<file path="src/rtl/core/lps_pkg.sv">
// Package for the LED pattern sequencer: pattern mode codes and LED constants.
// No dependencies; used by the channel interfaces and the top level.
package lps_pkg;

    typedef enum logic [1:0] {
        MODE_TOGGLE   = 2'd0,
        MODE_WALK     = 2'd1,
        MODE_CONVERGE = 2'd2,
        MODE_FILL     = 2'd3
    } t_mode;

    localparam int LED_W = 8;
    localparam int MODE_BTN_W = 4;
    localparam int SPEED_BTN_W = 2;

    localparam logic [LED_W-1:0] LEDS_ALL_ON      = 8'hFF;
    localparam logic [LED_W-1:0] LEDS_ALL_OFF     = 8'h00;
    localparam logic [LED_W-1:0] LEDS_LOW_BIT     = 8'd1;
    localparam logic [LED_W-1:0] LEDS_HIGH_BIT    = 8'd128;
    localparam logic [LED_W-1:0] LIGHT_WRAP_LEFT  = 8'd2;
    localparam logic [LED_W-1:0] LIGHT_WRAP_RIGHT = 8'd64;
    localparam logic [LED_W-1:0] LIGHT_MID_LEFT   = 8'd8;
    localparam logic [LED_W-1:0] LIGHT_SKIP_LEFT  = 8'd32;
    localparam logic [LED_W-1:0] LIGHT_SKIP_RIGHT = 8'd4;

endpackage

</file>
<file path="src/rtl/core/lps_in_if.sv">
// Input channel of the LED pattern sequencer: one tick with button levels.
// Depends on lps_pkg for the field widths.
interface lps_in_if;
    import lps_pkg::*;

    logic                   valid;
    logic                   ready;
    logic                   start_n;
    logic                   stop_n;
    logic [MODE_BTN_W-1:0]  mode_buttons_n;
    logic [SPEED_BTN_W-1:0] speed_buttons_n;

    modport source (output valid, start_n, stop_n, mode_buttons_n, speed_buttons_n,
                    input ready);
    modport sink   (input valid, start_n, stop_n, mode_buttons_n, speed_buttons_n,
                    output ready);
endinterface

</file>
<file path="src/rtl/core/lps_out_if.sv">
// Output channel of the LED pattern sequencer: LED levels and the running flag.
// Depends on lps_pkg for the field widths.
interface lps_out_if;
    import lps_pkg::*;

    logic             valid;
    logic             ready;
    logic [LED_W-1:0] led_pattern;
    logic             is_running;

    modport source (output valid, led_pattern, is_running, input ready);
    modport sink   (input valid, led_pattern, is_running, output ready);
endinterface

</file>
<file path="src/rtl/core/led_pattern_sequencer.sv">
// LED pattern sequencer top level; depends on lps_pkg, lps_in_if and lps_out_if.
// An input transaction passes through the input register, then the result register
// holding the state update of that tick.
// Throughput: one transaction per cycle, limited only by output back-pressure.
// Reset (synchronous, active low) stops the sequence, selects fast toggle mode,
// lights all LEDs and empties both registers.
module led_pattern_sequencer (
    input  logic      i_clk,
    input  logic      i_rst_n,
    lps_in_if.sink    i_in,
    lps_out_if.source o_out
);
    import lps_pkg::*;

    logic                   r_in_valid;
    logic                   r_start_n;
    logic                   r_stop_n;
    logic [MODE_BTN_W-1:0]  r_mode_btn_n;
    logic [SPEED_BTN_W-1:0] r_speed_btn_n;

    logic             r_running,    n_running;
    logic             r_extra_wait, n_extra_wait;
    logic             r_stop_seen,  n_stop_seen;
    t_mode            r_mode,       n_mode;
    logic             r_slow,       n_slow;
    logic [LED_W-1:0] r_leds,       n_leds;
    logic [LED_W-1:0] r_left,       n_left;
    logic [LED_W-1:0] r_right,      n_right;

    logic             r_out_valid;
    logic [LED_W-1:0] r_out_leds;
    logic             r_out_running;

    logic w_advance;
    logic w_do_step;
    logic w_do_sel;
    logic w_sel_active;
    logic w_stop_now;

    assign w_advance   = r_in_valid && (!r_out_valid || o_out.ready);
    assign i_in.ready  = !r_in_valid || w_advance;
    assign o_out.valid       = r_out_valid;
    assign o_out.led_pattern = r_out_leds;
    assign o_out.is_running  = r_out_running;

    always_comb begin
        n_running    = r_running;
        n_extra_wait = r_extra_wait;
        n_stop_seen  = r_stop_seen;
        n_mode       = r_mode;
        n_slow       = r_slow;
        n_leds       = r_leds;
        n_left       = r_left;
        n_right      = r_right;
        w_do_step    = 1'b0;
        w_do_sel     = 1'b0;
        w_sel_active = 1'b0;
        w_stop_now   = r_stop_seen;

        if (!r_running) begin
            if (!r_start_n) begin
                if (r_stop_n) begin
                    n_running = 1'b1;
                    w_do_step = 1'b1;
                end
            end else begin
                w_do_sel = 1'b1;
            end
        end else if (r_extra_wait) begin
            n_extra_wait = 1'b0;
            w_do_sel     = 1'b1;
            w_sel_active = 1'b1;
        end else begin
            w_do_step = 1'b1;
        end

        if (w_do_step) begin
            w_stop_now  = !r_stop_n;
            n_stop_seen = w_stop_now;
            case (r_mode)
                MODE_TOGGLE: begin
                    n_leds = (r_leds != LEDS_ALL_ON) ? LEDS_ALL_ON : LEDS_ALL_OFF;
                end
                MODE_WALK: begin
                    n_leds = (r_leds == LEDS_HIGH_BIT) ? LEDS_LOW_BIT
                                                       : {r_leds[LED_W-2:0], 1'b0};
                end
                MODE_CONVERGE: begin
                    if (r_left == LEDS_HIGH_BIT) begin
                        n_left  = LIGHT_WRAP_LEFT;
                        n_right = LIGHT_WRAP_RIGHT;
                    end else if (r_left == LIGHT_MID_LEFT) begin
                        n_left  = LIGHT_SKIP_LEFT;
                        n_right = LIGHT_SKIP_RIGHT;
                    end else begin
                        n_left  = {r_left[LED_W-2:0], 1'b0};
                        n_right = {1'b0, r_right[LED_W-1:1]};
                    end
                    n_leds = n_left + n_right;
                end
                MODE_FILL: begin
                    n_leds = (r_leds == LEDS_ALL_ON) ? LEDS_ALL_OFF
                                                     : {r_leds[LED_W-2:0], 1'b1};
                end
                default: begin
                    n_leds = r_leds;
                end
            endcase
            if (r_slow) begin
                n_extra_wait = 1'b1;
            end else begin
                w_do_sel     = 1'b1;
                w_sel_active = 1'b1;
            end
        end

        if (w_do_sel) begin
            if (!r_mode_btn_n[0]) begin
                n_mode = MODE_TOGGLE;
            end else if (!r_mode_btn_n[1]) begin
                n_mode = MODE_WALK;
                if (w_sel_active) begin
                    n_leds = LEDS_LOW_BIT;
                end
            end else if (!r_mode_btn_n[2]) begin
                n_mode = MODE_CONVERGE;
            end else if (!r_mode_btn_n[3]) begin
                n_mode = MODE_FILL;
                if (w_sel_active) begin
                    n_leds = LEDS_ALL_OFF;
                end
            end
            if (!r_speed_btn_n[0]) begin
                n_slow = 1'b0;
            end else if (!r_speed_btn_n[1]) begin
                n_slow = 1'b1;
            end
            if (w_sel_active && w_stop_now) begin
                n_running   = 1'b0;
                n_stop_seen = 1'b0;
            end
        end
    end

    always_ff @(posedge i_clk) begin
        if (!i_rst_n) begin
            r_in_valid <= 1'b0;
        end else if (i_in.ready) begin
            r_in_valid <= i_in.valid;
        end
    end

    always_ff @(posedge i_clk) begin
        if (i_in.valid && i_in.ready) begin
            r_start_n     <= i_in.start_n;
            r_stop_n      <= i_in.stop_n;
            r_mode_btn_n  <= i_in.mode_buttons_n;
            r_speed_btn_n <= i_in.speed_buttons_n;
        end
    end

    always_ff @(posedge i_clk) begin
        if (!i_rst_n) begin
            r_running    <= 1'b0;
            r_extra_wait <= 1'b0;
            r_stop_seen  <= 1'b0;
            r_mode       <= MODE_TOGGLE;
            r_slow       <= 1'b0;
            r_leds       <= LEDS_ALL_ON;
            r_left       <= LEDS_LOW_BIT;
            r_right      <= LEDS_HIGH_BIT;
        end else if (w_advance) begin
            r_running    <= n_running;
            r_extra_wait <= n_extra_wait;
            r_stop_seen  <= n_stop_seen;
            r_mode       <= n_mode;
            r_slow       <= n_slow;
            r_leds       <= n_leds;
            r_left       <= n_left;
            r_right      <= n_right;
        end
    end

    always_ff @(posedge i_clk) begin
        if (!i_rst_n) begin
            r_out_valid <= 1'b0;
        end else if (w_advance) begin
            r_out_valid <= 1'b1;
        end else if (o_out.ready) begin
            r_out_valid <= 1'b0;
        end
    end

    always_ff @(posedge i_clk) begin
        if (w_advance) begin
            r_out_leds    <= n_leds;
            r_out_running <= n_running;
        end
    end

    // The second tick of a slow period only exists inside a running sequence.
    a_wait_needs_run: assert property (@(posedge i_clk) disable iff (!i_rst_n)
        r_extra_wait |-> r_running)
        else $error("extra wait pending while not running");

    // A latched stop is only carried across the wait tick of a slow period.
    a_stop_only_in_wait: assert property (@(posedge i_clk) disable iff (!i_rst_n)
        r_stop_seen |-> r_extra_wait)
        else $error("stop latched outside a slow period");

    // The state only moves when a transaction is handed to the result register.
    a_run_moves_on_advance: assert property (@(posedge i_clk) disable iff (!i_rst_n)
        !w_advance |=> $stable(r_running) && $stable(r_leds))
        else $error("sequencer state changed without a transaction");

    a_result_after_advance: assert property (@(posedge i_clk) disable iff (!i_rst_n)
        w_advance |=> r_out_valid && (r_out_running == r_running))
        else $error("result register does not match the state update");

endmodule
</file>
<file path="src/flat_wrapper.sv">
// flat-port wrapper written by rule: the top's interface ports become plain ports
module led_pattern_sequencer_flat import lps_pkg::*;
  (i_clk, i_rst_n, i_in_valid, i_in_start_n, i_in_stop_n, i_in_mode_buttons_n, i_in_speed_buttons_n, i_in_ready, o_out_valid, o_out_led_pattern, o_out_is_running, o_out_ready);
  lps_in_if i_in_i ();
  lps_out_if o_out_i ();
  input  logic i_clk;
  input  logic i_rst_n;
  input wire logic [$bits(i_in_i.valid)-1:0] i_in_valid;
  input wire logic [$bits(i_in_i.start_n)-1:0] i_in_start_n;
  input wire logic [$bits(i_in_i.stop_n)-1:0] i_in_stop_n;
  input wire logic [$bits(i_in_i.mode_buttons_n)-1:0] i_in_mode_buttons_n;
  input wire logic [$bits(i_in_i.speed_buttons_n)-1:0] i_in_speed_buttons_n;
  output wire logic [$bits(i_in_i.ready)-1:0] i_in_ready;
  output wire logic [$bits(o_out_i.valid)-1:0] o_out_valid;
  output wire logic [$bits(o_out_i.led_pattern)-1:0] o_out_led_pattern;
  output wire logic [$bits(o_out_i.is_running)-1:0] o_out_is_running;
  input wire logic [$bits(o_out_i.ready)-1:0] o_out_ready;
  assign i_in_i.valid = i_in_valid;
  assign i_in_i.start_n = i_in_start_n;
  assign i_in_i.stop_n = i_in_stop_n;
  assign i_in_i.mode_buttons_n = i_in_mode_buttons_n;
  assign i_in_i.speed_buttons_n = i_in_speed_buttons_n;
  assign i_in_ready = i_in_i.ready;
  assign o_out_valid = o_out_i.valid;
  assign o_out_led_pattern = o_out_i.led_pattern;
  assign o_out_is_running = o_out_i.is_running;
  assign o_out_i.ready = o_out_ready;
  led_pattern_sequencer u_core (.i_clk(i_clk), .i_rst_n(i_rst_n), .i_in(i_in_i), .o_out(o_out_i));
endmodule
</file>
<file path="config.mk">
export PLATFORM = sky130hd
export DESIGN_NAME = led_pattern_sequencer_flat
export DESIGN_NICKNAME = d
export VERILOG_FILES = /design/src/rtl/core/lps_pkg.sv /design/src/rtl/core/lps_in_if.sv /design/src/rtl/core/lps_out_if.sv /design/src/rtl/core/led_pattern_sequencer.sv /design/src/flat_wrapper.sv
export SDC_FILE = /design/constraint.sdc
export NUM_CORES = 1
export LEC_CHECK = 0
export ABC_CLOCK_PERIOD_IN_PS = 2540
export BUFFER_PORTS_ARGS = -buffer_cell sky130_fd_sc_hd__buf_2
export CAP_MARGIN = 10
export CELL_PAD_IN_SITES_DETAIL_PLACEMENT = 0
export CELL_PAD_IN_SITES_GLOBAL_PLACEMENT = 1
export CORE_MARGIN = 2
export CORE_UTILIZATION = 40
export DETAILED_ROUTE_END_ITERATION = 12
export PLACE_DENSITY_LB_ADDON = 0.1
export SKIP_LAST_GASP = 1
export SLEW_MARGIN = 20
export SYNTH_ARGS = -nofsm -noshare
export SYNTH_HDL_FRONTEND = slang
export SYNTH_SLANG_ARGS = --single-unit
</file>
<file path="constraint.sdc">
create_clock -name i_clk -period 2.54 [get_ports i_clk]
set_input_delay 0.381 -clock i_clk [delete_from_list [all_inputs] [get_ports i_clk]]
set_output_delay 0.381 -clock i_clk [all_outputs]
set_load 0.1 [all_outputs]
</file>
==> metrics.cfg <==
[clock_network]
cts_root_buffer = clkbuf_8
numCtsBuffers = 5
h-tree-depth = 2
cts.sinks = 41
path_clk_slew_ns = 0.08
clock_latency_ns = 0.29
hold_buffers = 0
clk_path_buf_depth = 2
cts_tree = built

[sta]
fin_ws_ns = 0.102
skew_ns = 0.00450
slew_headroom = 0.444
worstMarginPinSlew_ns = 0.821
hold_viol = 0
fin_crit_ns = 2.44
fmax_ghz = 0.410
finalSetupViolCount = 0
drv_slew = 0
period_share = 0.960
rsz0062_at_grt = yes

[die]
dieArea_sq_um = 6160
start_util = 0.408
die_y_um = 78.5
die_w_um = 78.5
rows = 27
io_pins = 23
core_sq_um = 5440

[synth]
synth_edf_count = 17
synthTopCellsByArea = edfxtp_1 (23%), dfxtp_1 (22%), nand2_1 (4.4%), a21oi_1 (4.1%), nor2_1 (3.2%)
synth_seq_cells = 41
synth_nets = 257
postSynthCellCount = 241
yosys.area.top_type = edfxtp_1
async_reset_ff_frac = 0
synth_seq_area_share = 0.446
synth_ff_type = dfxtp_1
yosysWarnings = 0
avgSynthCellArea_sq_um = 9.21
synth.top_cell.area_share = 0.230
yosysUniqueCellTypes = 62
syn_area_sq_um = 2220

[global_routing]
gr-usage-all-layers = 0.191
overflow = 0
antenna_found_initial = 0
grt_max_degree = 18
grt_pass1_vias = 1843
grt_pass1_wl_um = 9000

[min_path]
hp-class = primary input to flip-flop
min_to = u_core.r_stop_n
min_path_cells = 1
hp-start = i_in_stop_n

[critical_path]
reg2reg_to = u_core.o_out.led_pattern[7]
r2r_slack_ns = 0.10
cp.arrival_ns = 2.47
critical_path.n_buffers_inverters = 1
slowest_stage = dfxtp_2
crit_family = simple AND/OR/NAND/NOR gates
timing_worst_setup_path_type = flip-flop to flip-flop
worstPathCellList = nor4b_4 > a21o_1 > ha_1 > inv_1 > fa_2 > nand3b_1 > nor3b_2 > a21oi_2 > mux2i_1 > a21oi_1
worstPathRequired_ns = 2.58
r2r-start = u_core.r_right[5]
endpoint_kind = flip-flop
max_stage_delay_ns = 0.36
worst_setup_path_start_kind = flip-flop
reg2reg_depth = 10
cp_max_fo = 3

[route]
postRouteAntennaNets = 0
dr.pass1.iters = 4
wl_um = 5300
drt-initial-drc-count = 143
vias = 1887
drt-vias-per-instance = 5.50
wl_per_cell_um = 15.5
route.detailed.drc = 0

[placed_design]
gp_congestion = 0.791
placed_cells = 335
port_buffers = 22
hpwl_um = 3910
dp_slack_ns = 0.0239
placed_area_sq_um = 2460

[power]
p_leak_uw = 0.000995
internal_power_uw = 1090
power_switching_uw = 445
power.density_nw_per_um2 = 588
p_sw_frac = 0.289
p_clk_frac = 0.332
pwr-share-seq = 0.486
comb_power_share = 0.182
peakVddDrop_mv = 0.369

[final_layout]
nets = 286
antenna_cells = 0
drive_gt1_frac = 0.244
fillers = 532
stdcell_count = 343
areaGrowthSynthToFinish_pct = 17.8
fin_area_sq_um = 2610

[outcome]
status = completed

[flow_run]
drv_cap = 0

## through the flow
| step | setup TNS, ns | hold WS (ns) | power (uW) | utilization |
|---|---|---|---|---|
| floorplan | 0 | 0.455 | 976 | - |
| global placement | 0 | 0.463 | 1040 | 0.452 |
| detailed placement | 0 | 0.485 | 1040 | 0.452 |
| CTS | 0 | 0.246 | 1560 | 0.473 |
| global route | -0.0519 | 0.241 | 1610 | 0.481 |
| finish | 0 | 0.260 | 1540 | 0.481 |
## Yosys cell counts (all sizes together), types with 2 or more instances
cell type / count
a31oi: 7
clkbuf: 6
a21o: 3
and2: 5
o221a: 3
nor3: 8
o21ai: 13
nand3: 5
nor2b: 4
a22o: 2
nand2b: 3
nand3b: 2
dfxtp: 24
a21oi: 19
nand4: 2
o2111ai: 3
o31ai: 3
o211ai: 3
nor2: 21
inv: 15
ha: 3
xor2: 2
nor4b: 2
a211oi: 6
a221oi: 3
a311oi: 2
o221ai: 5
buf: 5
edfxtp: 17
nand2: 26
## power groups by stage
| stage | clock (uW) | combinational (uW) | sequential [uW] |
|---|---|---|---|
| finish | 511 | 279 | 747 |
| floorplan | 0 | 150 | 826 |
| global placement | 0 | 280 | 763 |
| detailed placement | 0 | 277 | 762 |
| CTS | 531 | 279 | 747 |
| global route | 556 | 305 | 752 |
## repair_timing
item,in CTS,in global routing
setup buffers,0,0
resized for setup,0,10
endpoints found under the setup margin,0,10
## state kept, by name, summed over array words and instances, names as in the netlist, 2 cells and up
signal / cells
u_core.o_out.led_pattern: 8
u_core.r_leds: 8
u_core.r_right: 7
u_core.r_mode_btn_n: 4
u_core.r_mode: 2
u_core.r_speed_btn_n: 2
## cell usage in the layout (no fill, tap or decap), types with 2 or more instances in the layout
| cell | instances |
|---|---|
| a21oi_1 | 18 |
| a21o_1 | 3 |
| a31oi_1 | 6 |
| and2_1 | 5 |
| clkbuf_8 | 5 |
| dfxtp_1 | 19 |
| nand2_1 | 26 |
| edfxtp_1 | 17 |
| xor2_1 | 2 |
| o211ai_1 | 2 |
| ha_1 | 3 |
| buf_2 | 22 |
| o221a_2 | 2 |
| nor2_1 | 19 |
| dfxtp_2 | 5 |
| o221ai_1 | 5 |
| o21ai_1 | 7 |
| inv_1 | 14 |
| buf_4 | 11 |
| o21ai_0 | 6 |
| a22o_1 | 2 |
| nor3_1 | 6 |
| nand3b_1 | 2 |
| a221oi_1 | 3 |
| a211oi_1 | 6 |
| o31ai_1 | 3 |
| o2111ai_1 | 2 |
| clkinv_1 | 2 |
| nand2b_1 | 2 |
| nand3_1 | 5 |
| nor2b_1 | 4 |
## area by class of cell
type / count / area, sq um / share of cell area
Clock buffer: 5 / 68.8 / 0.0263
Clock inverter: 3 / 41.3 / 0.0158
Inverter: 16 / 60.1 / 0.0230
Multi-Input combinational cell: 173 / 1160 / 0.445
Sequential cell: 41 / 997 / 0.382
Tap cell: 72 / 90.1 / 0.0345
Timing Repair Buffer: 33 / 193 / 0.0737
## worst max-delay path by stage
stage	from	to	slack, ns	depth (start not counted)
after floorplan	u_core.r_right[4]	u_core.o_out.led_pattern[5]	0.01	13
after global placement	u_core.r_right[2]	u_core.o_out.led_pattern[5]	0.05	12
after detailed placement	u_core.r_right[1]	u_core.o_out.led_pattern[7]	0.02	10
after CTS	u_core.r_right[1]	u_core.o_out.led_pattern[5]	0.002	12
after global routing	u_core.r_right[5]	u_core.o_out.led_pattern[7]	-0.05	10
final	u_core.r_right[5]	u_core.o_out.led_pattern[7]	0.10	10
## routing by layer
metal  global-route usage  wire (um)
met1                0.254       2540
met2                0.303       2450
met3               0.0471        291
met4               0.0667         27
met5                    0          0
## cells by family (layout without fill, tap and decap cells)
group,after synthesis,after routing,share of synthesized area
DFF,41,41,0.446
buffers and inverters,27,57,0.0513
xor gates and xnor gates,2,2,0.00789
muxes,1,1,0.00451
and+or+nand+nor,86,86,0.207
AOI/OAI and AO/OA,80,80,0.256
adders and majority gates,4,4,0.0259
No activity file was read; power rests on OpenSTA's default activity.
